<file path="config.mk">
export PLATFORM = sky130hd
export DESIGN_NAME = flash_byte_range_page_splitter
export DESIGN_NICKNAME = d
export VERILOG_FILES = /design/src/fbrps_pkg.sv /design/src/fbrps_ctrl.sv /design/src/fbrps_dp.sv /design/src/flash_byte_range_page_splitter.sv
export SDC_FILE = /design/constraint.sdc
export NUM_CORES = 1
export LEC_CHECK = 0
export ABC_AREA = 1
export BUFFER_PORTS_ARGS = -buffer_cell sky130_fd_sc_hd__buf_2
export CAP_MARGIN = 20
export CELL_PAD_IN_SITES_DETAIL_PLACEMENT = 1
export CELL_PAD_IN_SITES_GLOBAL_PLACEMENT = 1
export CORE_UTILIZATION = 38
export DETAILED_ROUTE_END_ITERATION = 7
export PLACE_DENSITY_LB_ADDON = 0.1
export REMOVE_ABC_BUFFERS = 1
export SETUP_SLACK_MARGIN = 0.3
export SLEW_MARGIN = 10
export SYNTH_ARGS = -nofsm -noshare
export SYNTH_HDL_FRONTEND = slang
export SYNTH_SLANG_ARGS = --single-unit
</file>
<file path="constraint.sdc">
create_clock -name i_clk -period 4.95 [get_ports i_clk]
set_clock_uncertainty 0.2 [all_clocks]
set_input_delay 0.2475 -clock i_clk [delete_from_list [all_inputs] [get_ports i_clk]]
set_output_delay 0.2475 -clock i_clk [all_outputs]
set_load 0.1 [all_outputs]
</file>
<file path="src/fbrps_pkg.sv">
// Shared types and constants for the byte-range page splitter.
`timescale 1ns / 1ps
`default_nettype none

package fbrps_pkg;

    localparam int MAX_OPS_DEFAULT = 64;
    localparam int MAX_PAGE_BYTES  = 2048;

    localparam int LG_W   = 4;
    localparam int LG_MIN = 8;
    localparam int LG_MAX = 11;
    localparam int LG_FLOOR = $clog2(MAX_PAGE_BYTES + 1) - 1;
    localparam int LG_TOP = (LG_FLOOR < LG_MIN) ? LG_MIN :
                            ((LG_FLOOR > LG_MAX) ? LG_MAX : LG_FLOOR);
    localparam logic [LG_W-1:0] CFG_RESET = 4'd9;

    localparam int OFF_W   = 25;
    localparam int LEN_W   = 14;
    localparam int PAGE_W  = 17;
    localparam int START_W = 11;
    localparam int CNT_W   = 12;

    localparam logic ACT_READ  = 1'b0;
    localparam logic ACT_WRITE = 1'b1;

    typedef struct packed {
        logic               action;
        logic [OFF_W-1:0]   byte_offset;
        logic [LEN_W-1:0]   length;
        logic [LEN_W-1:0]   buffer_limit;
    } t_req;

    typedef struct packed {
        logic [PAGE_W-1:0]  page_number;
        logic [START_W-1:0] start_in_page;
        logic [CNT_W-1:0]   byte_count;
        logic [LEN_W-1:0]   data_offset;
        logic               read_first;
        logic               program_page;
        logic               last_op;
    } t_op;

    typedef enum logic {
        ST_IDLE,
        ST_RUN
    } t_state;

    typedef struct packed {
        logic load;
        logic step;
    } t_cmd;

    typedef struct packed {
        logic out_free;
        logic empty;
        logic last;
    } t_status;

endpackage

`default_nettype wire

</file>
<file path="src/fbrps_ctrl.sv">
// Controller state machine: request acceptance and page operation sequencing.
`timescale 1ns / 1ps
`default_nettype none

module fbrps_ctrl (
    input  wire              i_clk,
    input  wire              i_rst_n,
    input  wire              i_in_valid,
    output logic             o_in_stall,
    input  fbrps_pkg::t_status i_status,
    output fbrps_pkg::t_cmd  o_cmd
);
    import fbrps_pkg::*;

    t_state r_state;
    t_state n_state;

    always_ff @(posedge i_clk) begin
        if (!i_rst_n) begin
            r_state <= ST_IDLE;
        end else begin
            r_state <= n_state;
        end
    end

    always_comb begin
        n_state    = r_state;
        o_cmd      = '0;
        o_in_stall = 1'b1;
        unique case (r_state)
            ST_IDLE: begin
                o_in_stall = 1'b0;
                if (i_in_valid) begin
                    o_cmd.load = 1'b1;
                    if (!i_status.empty) begin
                        n_state = ST_RUN;
                    end
                end
            end
            ST_RUN: begin
                if (i_status.out_free) begin
                    o_cmd.step = 1'b1;
                    if (i_status.last) begin
                        n_state = ST_IDLE;
                    end
                end
            end
            default: begin
                n_state = ST_IDLE;
            end
        endcase
    end

    a_last_ends_run: assert property (@(posedge i_clk) disable iff (!i_rst_n)
        (o_cmd.step && i_status.last) |=> (r_state == ST_IDLE))
        else $error("run did not end after last word");

    a_no_load_in_run: assert property (@(posedge i_clk) disable iff (!i_rst_n)
        (r_state == ST_RUN) |-> (!o_cmd.load && o_in_stall))
        else $error("request taken during run");

endmodule

`default_nettype wire

</file>
<file path="src/fbrps_dp.sv">
// Datapath: page size register, request registers, operation generator, output word.
`timescale 1ns / 1ps
`default_nettype none

module fbrps_dp #(
    parameter int MAX_OPS = fbrps_pkg::MAX_OPS_DEFAULT
) (
    input  wire              i_clk,
    input  wire              i_rst_n,
    input  wire              i_cfg_we,
    input  wire [fbrps_pkg::LG_W-1:0] i_cfg_data,
    input  fbrps_pkg::t_req  i_req,
    input  fbrps_pkg::t_cmd  i_cmd,
    output fbrps_pkg::t_status o_status,
    input  wire              i_out_stall,
    output logic             o_out_valid,
    output fbrps_pkg::t_op   o_out_word
);
    import fbrps_pkg::*;

    localparam int N_W = (MAX_OPS > 1) ? $clog2(MAX_OPS) : 1;
    localparam logic [N_W-1:0] N_LAST = N_W'(MAX_OPS - 1);

    logic [LG_W-1:0]    r_lg_cfg;
    logic               r_wr;
    logic [LEN_W-1:0]   r_len;
    logic [LEN_W-1:0]   r_done;
    logic [PAGE_W-1:0]  r_page;
    logic [START_W-1:0] r_start;
    logic [CNT_W-1:0]   r_ps;
    logic [N_W-1:0]     r_n;
    logic               r_out_valid;
    t_op                r_out;

    logic [LG_W-1:0]    lg_eff;
    logic [LEN_W-1:0]   len_eff;
    logic [START_W-1:0] rem_in;
    logic [PAGE_W-1:0]  page_in;
    logic [CNT_W-1:0]   ps_in;
    logic [LEN_W-1:0]   remaining;
    logic [CNT_W-1:0]   avail;
    logic [CNT_W-1:0]   count;
    logic               middle;
    logic               last;

    always_ff @(posedge i_clk) begin
        if (!i_rst_n) begin
            r_lg_cfg <= CFG_RESET;
        end else if (i_cfg_we) begin
            r_lg_cfg <= i_cfg_data;
        end
    end

    always_comb begin
        if (r_lg_cfg < LG_W'(LG_MIN)) begin
            lg_eff = LG_W'(LG_MIN);
        end else if (r_lg_cfg > LG_W'(LG_TOP)) begin
            lg_eff = LG_W'(LG_TOP);
        end else begin
            lg_eff = r_lg_cfg;
        end
        if (i_req.action == ACT_READ && i_req.length > i_req.buffer_limit) begin
            len_eff = i_req.buffer_limit;
        end else begin
            len_eff = i_req.length;
        end
        ps_in   = CNT_W'(1) << lg_eff;
        rem_in  = START_W'(i_req.byte_offset & (OFF_W'(ps_in) - OFF_W'(1)));
        page_in = PAGE_W'(i_req.byte_offset >> lg_eff);
    end

    always_comb begin
        remaining = r_len - r_done;
        avail     = r_ps - {1'b0, r_start};
        if ({2'b00, avail} > remaining) begin
            count = CNT_W'(remaining);
        end else begin
            count = avail;
        end
        middle = (r_start == '0) && (remaining >= {2'b00, r_ps});
        last   = (r_n == N_LAST) || ({2'b00, count} == remaining);
    end

    always_ff @(posedge i_clk) begin
        if (i_cmd.load) begin
            r_wr    <= i_req.action;
            r_len   <= len_eff;
            r_done  <= '0;
            r_page  <= page_in;
            r_start <= rem_in;
            r_ps    <= ps_in;
        end else if (i_cmd.step) begin
            r_page  <= r_page + PAGE_W'(1);
            r_done  <= r_done + LEN_W'(count);
            r_start <= '0;
        end
        if (i_cmd.step) begin
            r_out.page_number   <= r_page;
            r_out.start_in_page <= r_start;
            r_out.byte_count    <= count;
            r_out.data_offset   <= r_done;
            r_out.read_first    <= middle ? !r_wr : 1'b1;
            r_out.program_page  <= r_wr;
            r_out.last_op       <= last;
        end
    end

    always_ff @(posedge i_clk) begin
        if (!i_rst_n) begin
            r_n         <= '0;
            r_out_valid <= 1'b0;
        end else begin
            if (i_cmd.load) begin
                r_n <= '0;
            end else if (i_cmd.step) begin
                r_n <= r_n + N_W'(1);
            end
            if (i_cmd.step) begin
                r_out_valid <= 1'b1;
            end else if (!i_out_stall) begin
                r_out_valid <= 1'b0;
            end
        end
    end

    assign o_status.out_free = !r_out_valid || !i_out_stall;
    assign o_status.empty    = (len_eff == '0) && (rem_in == '0);
    assign o_status.last     = last;
    assign o_out_valid       = r_out_valid;
    assign o_out_word        = r_out;

    a_step_fills_out: assert property (@(posedge i_clk) disable iff (!i_rst_n)
        i_cmd.step |=> o_out_valid)
        else $error("step did not produce an output word");

    a_advance: assert property (@(posedge i_clk) disable iff (!i_rst_n)
        (i_cmd.step && !last) |=> (r_done == $past(r_done + LEN_W'(count)))
                                  && (r_done != $past(r_done)))
        else $error("run did not advance");

endmodule

`default_nettype wire

</file>
<file path="src/flash_byte_range_page_splitter.sv">
// Top level: byte-range request to flash page operation splitter.
//
//  channel  | direction | handshake                      | word
//  request  | in        | i_in_valid / o_in_stall        | i_in_word  (t_req)
//  page op  | out       | o_out_valid / i_out_stall      | o_out_word (t_op)
//  config   | in        | i_cfg_we                       | i_cfg_data (page_size_log2)
//
// A request is taken and then holds the input while its k page words leave, one
// per cycle unless the output stalls; k (at most MAX_OPS_PER_REQUEST) is set by
// offset, length and page size.
// An aligned zero-length request gives no word and frees the input at once.
// Reset is synchronous and active low; the page size register resets to 9.
// A stall on the output holds the output word and pauses the page sequence.
`timescale 1ns / 1ps
`default_nettype none

module flash_byte_range_page_splitter #(
    parameter int MAX_OPS_PER_REQUEST = fbrps_pkg::MAX_OPS_DEFAULT
) (
    input  wire              i_clk,
    input  wire              i_rst_n,
    input  wire              i_cfg_we,
    input  wire [fbrps_pkg::LG_W-1:0] i_cfg_data,
    input  wire              i_in_valid,
    output logic             o_in_stall,
    input  fbrps_pkg::t_req  i_in_word,
    output logic             o_out_valid,
    input  wire              i_out_stall,
    output fbrps_pkg::t_op   o_out_word
);
    import fbrps_pkg::*;

    t_cmd    cmd;
    t_status status;

    fbrps_ctrl u_ctrl (
        .i_clk      (i_clk),
        .i_rst_n    (i_rst_n),
        .i_in_valid (i_in_valid),
        .o_in_stall (o_in_stall),
        .i_status   (status),
        .o_cmd      (cmd)
    );

    fbrps_dp #(
        .MAX_OPS (MAX_OPS_PER_REQUEST)
    ) u_dp (
        .i_clk       (i_clk),
        .i_rst_n     (i_rst_n),
        .i_cfg_we    (i_cfg_we),
        .i_cfg_data  (i_cfg_data),
        .i_req       (i_in_word),
        .i_cmd       (cmd),
        .o_status    (status),
        .i_out_stall (i_out_stall),
        .o_out_valid (o_out_valid),
        .o_out_word  (o_out_word)
    );

endmodule

`default_nettype wire

</file>
==> results of run 1 <==
[state kept, by name, indices dropped and copies added (netlist names)]
register          count
u_dp.r_ps            12
u_dp.r_wr             1
u_dp.r_len           14
u_dp.r_page          17
u_ctrl.r_state        1
u_dp.r_start         11
u_dp.r_lg_cfg         4
u_dp.o_out_valid      1
u_dp.o_out_word      57
u_dp.r_n              6
u_dp.r_done          14
[metal layers]
layer	up-vias	track usage	share of wire
li1	3909	-	-
met1	3830	0.301	0.44
met2	144	0.435	0.51
met3	44	0.0358	0.024
met4	0	0.0940	0.027
met5	-	0.00227	0
[worst reg2reg max path: cells and delay by family, from the launching register on]
family	cells	cell delay [ns]
adder cells (fa/ha/maj)	5	1.41
AND/OR/NAND/NOR	14	1.24
buffers and inverters	11	1.20
AO/OA/AOI/OAI	5	0.62
flip-flops	1	0.38
XOR/XNOR	1	0.20
[cells in the mapped netlist, types with 5 or more instances]
library cell / instances / area [µm²]
clkbuf_1: 11 / 41.3
nor2_1: 74 / 278
edfxtp_1: 112 / 3360
dfxtp_1: 26 / 521
nand3b_1: 6 / 45.0
nand2_2: 6 / 37.5
ha_1: 75 / 938
a21oi_1: 47 / 235
o22ai_1: 7 / 43.8
o21bai_1: 5 / 37.5
o221ai_1: 14 / 123
o21ai_0: 52 / 260
mux2i_1: 12 / 120
inv_1: 163 / 612
xnor2_1: 8 / 70.1
nand3_2: 6 / 60.1
xor2_1: 15 / 131
nand4_1: 5 / 31.3
nor3_1: 9 / 45.0
nand2_1: 200 / 751
nand3_1: 51 / 255
[power by group through the flow]
stage	clock network (mW)	registers (mW)	logic [mW]
floorplan	0	2.02	1.64
finish	1.26	1.58	4.59
detailed placement	0	1.60	3.42
global placement	0	1.59	3.34
CTS	1.29	1.58	4.05
global route	1.33	1.60	4.96
[logic make-up (layout without fill, tap and decap cells)]
logic type | count (synthesis) | after routing | synth area share
flops | 138 | 138 | 0.462
simple gates | 374 | 375 | 0.192
buf+inv | 179 | 535 | 0.0816
xor+xnor | 23 | 23 | 0.0239
compound gates | 151 | 151 | 0.107
other cells | 2 | 10 | 0.000893
fa+ha+maj | 78 | 78 | 0.119
mux | 12 | 12 | 0.0143
[cell usage in the layout, fill, tap and decap left out, drive strengths merged, types with 15 or more instances in the layout]
| cell type | Yosys | final |
|---|---|---|
| dfxtp | 26 | 26 |
| clkbuf | 11 | 17 |
| xor2 | 15 | 15 |
| nor2 | 78 | 78 |
| inv | 164 | 167 |
| dlygate4sd3 | 0 | 29 |
| edfxtp | 112 | 112 |
| ha | 75 | 75 |
| a21oi | 49 | 49 |
| nand3 | 57 | 57 |
| o21ai | 55 | 55 |
| nand2 | 207 | 208 |
| buf | 4 | 310 |
[area by class of cell]
type,count,area share
multi-input cells,649,0.357
flip-flops and latches,138,0.321
repair buffers,339,0.194
inverters,164,0.0509
clock buffers,17,0.0352
well taps,280,0.0290
clock inverters,15,0.0123
[path summary, 6_finish.rpt]
check	to	cells after the start
worst max register to register	u_dp.r_done[6]$_SDFFE_PP0P_	36
worst max-delay path	u_dp.r_done[6]$_SDFFE_PP0P_	36
worst min-delay path	u_dp.r_start[1]$_SDFFCE_PN0P_	3
worst min register to register	u_dp.o_out_word[34]$_DFFE_PP_	0
[timing repair]
action,4_1_cts,5_1_grt
setup endpoints to repair,10,11
resized for setup,66,50
pin swaps,30,48
hold buffers,29,0
hold endpoints to repair,21,0
setup buffers,45,12
gates cloned,1,0
==> results.txt, run 1 <==
----------------------------------------------------
[Pwr]
  Gate power share ... 0.618
  Relative contribution of the clock network to total power ... 0.170
  Portion of total power attributed to sequential cells ... 0.212
  Net switching component of the power ... 3.25 mW
  Switching portion of total power ... 0.437
  Leak ... between 5 and 6 nW
  PnR Total Power ... 7.44 mW
  Peak ir drop on the vdd network ... 0.000388 V
  Power density normalized to cell area ... slightly above 600 mW/mm²
  Int Pwr ... 4.19 mW

[Floorplan]
  Initial standard-cell utilization of the core ... 0.387
  Die extent in x ... between 150 and 200 µm
  Number of standard-cell rows in the floorplan ... 54
  Chip Height ... 151 µm
  Num ports ... 122
  Core area ... 0.0218 mm²
  Die Outline Area ... approximately 0.023 mm²

[Placement]
  Detailed placer's ending HPWL ... about 19,000 µm
  Routability cong. ... 0.832
  Post-placement setup slack ... -0.691 ns
  Post-detailed-placement cell area ... a little over 0.01 mm²
  Number of input and output port buffers inserted ... between 100 and 150
  Total placed cells including tap cells ... 1,483

[Clocking]
  Reg clk slew, reported paths ... about 0.06 ns
  Sink Count ... 138
  Longest Clk Path Bufs ... 2
  CTS Root Buffer Type ... clkbuf_16
  Clock tree from TritonCTS ... yes
  CTS H-tree lvls ... 4
  Number of clock buffers inserted by TritonCTS ... 17
  Skew-Pair Late Insertion Delay ... 0.43 ns

[Final layout]
  Layout Cells excl Fill ... 1,602
  Multi-input logic area ... 0.00432 mm²
  Reg area ... 0.00388 mm²
  Number of antenna cells inserted ... 0
  Number of fill cells in the layout ... 2,612
  Final standard cell utilization of the core ... 0.556
  Post-route design area ... around 0.012 mm²
  Fraction of layout cells with a size suffix above 1 ... 0.335
  Fin nets ... 1,450
  Synth-to-layout area growth ... 43.7%

[Worst setup path]
  Slowest stage delay, CP ... between 0.4 and 0.5 ns
  Kind of start point of the critical path ... flop
  Highest-delay cell along the critical path ... fa_2
  WP data arrival ... around 5.5 ns
  Critical path's most frequent cell ... nand2_2
  Launching point of the worst reg2reg path ... u_dp.r_ps[0]$_DFFE_PP_
  First element of the critical path ... u_dp.r_ps[0]$_DFFE_PP_
  Flop-to-flop setup slack ... -0.41 ns
  Crit path buffers/inverters ... 11
  Family with the most delay on the worst path ... adder cells
  Maximum net fanout on the critical path ... 4
  Worst setup path category ... reg -> reg
  WP data required ... 5.04 ns
  Sort of element at the end of the critical path ... flop

[GRT]
  Pin count of the biggest net entering global routing ... 39
  GRT Total Usage ... 0.246
  Number of global-route vias before repair ... 8,479
  Global-route wire length before repair ... between 40,000 and 50,000 µm
  Initial antenna violation count ... 0
  Overflow left after global routing ... 0

[Drt]
  Wirelength per Cell ... 17.1 µm
  Via count ... 7,927
  Aggregate routed wire length ... between 20,000 and 30,000 µm
  Number of remaining DRC errors ... 0
  Number of detailed-routing iterations run before antenna repair ... 4
  Post-DR vias/cell ... 4.95
  First DRT Iteration DRCs ... 327
  Number of antenna-violating nets in the routed design ... 0

[Timing]
  Slew headroom ... 0.428
  Fmax ... 187 MHz
  Final Critical Period ... 5.36 ns
  Total count of hold-check failures in the final report ... 0
  Final setup viols ... 7
  Number of pins with negative max-slew slack in the final report ... 0
  Total negative slack ... -2.20 ns
  Slew @ Worst Pin ... 0.856 ns
  Tcrit/Tclk final ... 1.08
  Worst slack on hold paths ... around 0.017 ns
  Post-route worst setup slack ... -0.411 ns
  Setup repair after global routing missed its margin ... yes

[Synth]
  Commonest register cell after synthesis ... edfxtp_1
  Flops & latches, synth ... ~140
  Share of synthesized registers carrying an async set or reset ... 0
  Synth warn ... 0
  EDFF count, synth ... 112
  Synthesized netlist cell count ... 957
  Distinct cells, synth ... 48
  Share of the yosys chip area belonging to registers ... 0.462
  Mapped Area ... around 0.0084 mm²
  Mean cell area of the mapped netlist ... 8.79 µm²

[Outcome]
  Status ... complete, but fails checks
  Violated checks ... negative setup slack

[Min path]
  Classification of the worst-slack hold path ... in -> reg
  Beginning of the worst hold path ... i_in_word[29]

[Flow run]
  Number of maximum-capacitance violations ... 0

----------------------------------------------------
No activity file was read; power rests on OpenSTA's default activity.
==> inputs of run 2 (changes only) <==
ABC_AREA = unset   (was 1)
GPL_ROUTABILITY_DRIVEN = 1   (was unset)
==> run 2 against run 1 <==
Against the previous run: the run still ends with negative setup slack left; largest power group unchanged; area after synthesis is 1.3% higher; final area is 2.2% lower; count of clock-buffer cells in the layout stayed put; critical endpoint is now u_dp.r_done[12]$_SDFFE_PP0P_.
==> results.txt, run 2 <==
----------------------------------------------------
[Drt]
  Post-DR vias/cell ... 5.25 (+6.0%)
  Number of detailed-routing iterations run before antenna repair ... 4 (unchanged)
  First DRT Iteration DRCs ... 335 (+2.4%)
  Aggregate routed wire length ... 27,200 µm (-0.93%)
  Number of antenna-violating nets in the routed design ... 0 (unchanged)
  Via count ... 7,418 (-6.4%)
  Wirelength per Cell ... 19.2 µm (+12%)
  Number of remaining DRC errors ... 0 (unchanged)

[Timing]
  Tcrit/Tclk final ... 1.16 (+0.0800)
  Final Critical Period ... 5.76 ns (+0.396 ns)
  Setup repair after global routing missed its margin ... yes
  Fmax ... 174 MHz (-6.9%)
  Post-route worst setup slack ... -0.807 ns (-0.396 ns)
  Number of pins with negative max-slew slack in the final report ... 0 (unchanged)
  Slew @ Worst Pin ... 0.928 ns (+0.0719 ns)
  Slew headroom ... 0.380 (-0.0481)
  Final setup viols ... 11 (+4)
  Total count of hold-check failures in the final report ... 0 (unchanged)
  Total negative slack ... -5.94 ns (-3.74 ns)
  Worst slack on hold paths ... 0.0185 ns (+0.00147 ns)

[Synth]
  Distinct cells, synth ... 68 (+42%)
  Top-area cell type share of the netlist area ... 0.395 (-0.00505)
  Synth warn ... 0 (unchanged)
  Library cell occupying the most area in the post-synthesis netlist ... edfxtp_1
  Synthesized netlist cell count ... 810 (-15%)
  Flops & latches, synth ... 138 (unchanged)
  Share of the yosys chip area belonging to registers ... 0.456 (-0.00583)
  EDFF count, synth ... 112 (unchanged)
  Commonest register cell after synthesis ... edfxtp_1
  Main area contributors after synthesis ... edfxtp_1 39%, ha_1 11%, dfxtp_1 6.1%
  Mean cell area of the mapped netlist ... 10.5 µm² (+20%)
  Share of synthesized registers carrying an async set or reset ... 0 (unchanged)
  Mapped Area ... 0.00852 mm² (+1.3%)
  Most frequent cell after synthesis ... edfxtp_1
  Most frequent cells after synthesis ... 112 x edfxtp_1, 75 x ha_1, 75 x inv_1

[Min path]
  End point of the most critical hold path ... u_dp.r_start[10]$_SDFFCE_PN0P_
  Number of cells traversed by the worst hold path ... 3 (unchanged)
  Classification of the worst-slack hold path ... in -> reg
  Beginning of the worst hold path ... i_in_word[38]

[GRT]
  Overflow left after global routing ... 0 (unchanged)
  Pin count of the biggest net entering global routing ... 48 (+23%)
  Number of global-route vias before repair ... 7,897 (-6.9%)
  Initial antenna violation count ... 0 (unchanged)
  Global-route wire length before repair ... 41,900 µm (-1.4%)
  GRT Total Usage ... 0.243 (-0.00359)

[Pwr]
  Int Pwr ... 4.70 mW (+12%)
  Net switching component of the power ... 3.65 mW (+12%)
  Portion of total power attributed to sequential cells ... 0.207 (-0.005)
  Switching portion of total power ... 0.437 (about the same)
  Peak ir drop on the vdd network ... 0.000283 V (-27%)
  Leak ... 5.32 nW (-7.2%)
  PnR Total Power ... 8.35 mW (+12%)
  Gate power share ... 0.627 (+0.009)
  Relative contribution of the clock network to total power ... 0.166 (-0.004)
  Power density normalized to cell area ... 706 mW/mm² (+15%)

[Clocking]
  Clock tree from TritonCTS ... yes
  CTS H-tree lvls ... 4 (unchanged)
  Reg clk slew, reported paths ... 0.07 ns (about the same)
  Sink Count ... 138 (unchanged)
  Number of clock buffers inserted by TritonCTS ... 17 (unchanged)
  Skew-Pair Late Insertion Delay ... 0.43 ns (about the same)
  CTS Root Buffer Type ... clkbuf_16
  Longest Clk Path Bufs ... 2 (unchanged)

[Outcome]
  Status ... complete, but fails checks
  Violated checks ... negative setup slack

[Final layout]
  Reg area ... 0.00388 mm² (unchanged)
  Synth-to-layout area growth ... 38.8%
  Leading cell type in the layout, fill and taps excluded ... buf_4
  Number of flip-flops under the largest register name ... 57 (unchanged)
  Multi-input logic area ... 0.00461 mm² (+6.9%)
  Fraction of layout cells with a size suffix above 1 ... 0.343 (+0.00794)
  Fin nets ... 1,262 (-13%)
  Number of antenna cells inserted ... 0 (unchanged)
  Number of fill cells in the layout ... 2,423 (-7.2%)
  Layout Cells excl Fill ... 1,414 (-12%)
  Final standard cell utilization of the core ... 0.540 (-0.0153)
  Leading cell types in the layout, fill and taps excluded ... 153 x buf_4, 121 x buf_2, 112 x edfxtp_1

[Worst setup path]
  Sort of element at the end of the critical path ... flop
  Slowest stage delay, CP ... 0.38 ns (-0.03 ns)
  Launching point of the worst reg2reg path ... u_dp.r_done[1]$_SDFFE_PP0P_
  Family with the most delay on the worst path ... compound AO/OA/AOI/OAI gates
  Kind of start point of the critical path ... flop
  Maximum net fanout on the critical path ... 3 (-1)
  WP data required ... 5.07 ns (+0.03 ns)
  Reg-to-reg critical path endpoint ... u_dp.r_done[12]$_SDFFE_PP0P_
  Flop-to-flop setup slack ... -0.81 ns (-0.40 ns)
  Worst setup path category ... reg -> reg
  Highest-delay cell along the critical path ... mux2_4
  Crit path buffers/inverters ... 2 (-9)
  WP data arrival ... 5.87 ns (+0.42 ns)
  Count of cells along the worst register-to-register path ... 27 (-25%)

[Placement]
  Routability cong. ... 0.888 (+6.7%)
  Detailed placer's ending HPWL ... 19,700 µm (+6.2%)
  Total placed cells including tap cells ... 1,337 (-9.8%)
  Number of input and output port buffers inserted ... 121 (unchanged)

[Floorplan]
  Die Outline Area ... 0.0230 mm² (+1.3%)
  Die extent in x ... 152 µm (+0.63%)
  Chip Height ... 152 µm (+0.63%)
  Initial standard-cell utilization of the core ... 0.389 (+0.00253)
  Number of standard-cell rows in the floorplan ... 54 (unchanged)
  Core area ... 0.0219 mm² (+0.62%)
  Num ports ... 122 (unchanged)

[Flow run]
  Number of maximum-capacitance violations ... 0 (unchanged)

----------------------------------------------------
## run 2: logic make-up (layout without fill, tap and decap cells)
kind of cell             count (synthesis)  in the layout  share of synthesized area
other                                    2             10                   0.000881
flip-flops                             138            138                      0.456
adder cells (fa/ha/maj)                 80             80                      0.120
AO/OA/AOI/OAI                          170            170                      0.128
XOR/XNOR                                61             61                     0.0725
AND/OR/NAND/NOR                        227            227                      0.131
multiplexers                            36             36                     0.0485
buffers and inverters                   96            412                     0.0435
## run 2: repair_timing
item,CTS,global route
pin swaps,25,28
setup buffers,9,11
hold endpoints to repair,22,0
endpoints found under the setup margin,13,13
hold buffers,25,0
resized for setup,38,26
## run 2: cell type report
cell class | instances | area share
multi-input cells | 584 | 0.390
inverters | 76 | 0.0241
clock buffers | 17 | 0.0360
flip-flops and latches | 138 | 0.328
well taps | 280 | 0.0296
repair buffers | 304 | 0.174
clock inverters | 15 | 0.0176
## run 2: worst max path at each step
| stage | start | cells past startpoint | end |
|---|---|---|---|
| after global routing | u_dp.r_done[1]$_SDFFE_PP0P_ | 27 | u_dp.r_done[12]$_SDFFE_PP0P_ |
| after CTS | u_dp.r_ps[0]$_DFFE_PP_ | 25 | u_dp.r_done[12]$_SDFFE_PP0P_ |
| final | u_dp.r_done[1]$_SDFFE_PP0P_ | 27 | u_dp.r_done[12]$_SDFFE_PP0P_ |
| after global placement | u_dp.r_ps[0]$_DFFE_PP_ | 26 | u_dp.r_done[12]$_SDFFE_PP0P_ |
| after floorplan | u_dp.r_done[5]$_SDFFE_PP0P_ | 25 | u_dp.r_done[12]$_SDFFE_PP0P_ |
| after detailed placement | u_dp.r_ps[0]$_DFFE_PP_ | 25 | u_dp.r_done[11]$_SDFFE_PP0P_ |
## run 2: through the flow
step                      cell area (µm²)  setup WS (ns)
after global placement              10500         -0.727
after CTS                           11600         -0.585
after detailed placement            10500         -0.865
after floorplan                      8470         -0.801
final                               11800         -0.807
after global routing                11800          -1.11
## run 2: worst reg2reg max path: cells and delay by family (launching register included)
family / cells / cell delay (ns)
XOR/XNOR: 2 / 0.38
AO/OA/AOI/OAI: 13 / 2.39
flip-flops: 1 / 0.37
multiplexers: 1 / 0.38
adder cells (fa/ha/maj): 4 / 1.14
buffers and inverters: 2 / 0.19
AND/OR/NAND/NOR: 5 / 0.60
## run 2: power groups by stage
stage	Combinational [mW]	Sequential (mW)	Clock, mW
CTS	4.84	1.73	1.41
floorplan	2.14	2.46	0
global route	5.61	1.76	1.46
detailed placement	4.49	1.75	0
global placement	4.32	1.74	0
finish	5.23	1.73	1.39
## run 2: per-layer routing
| metal | wire (µm) | vias to the layer above | GRT usage |
|---|---|---|---|
| met1 | 12100 | 3666 | 0.311 |
| met5 | 0 | - | 0 |
| met2 | 13700 | 154 | 0.420 |
| li1 | - | 3571 | - |
| met4 | 428 | 0 | 0.0733 |
| met3 | 1030 | 27 | 0.0341 |
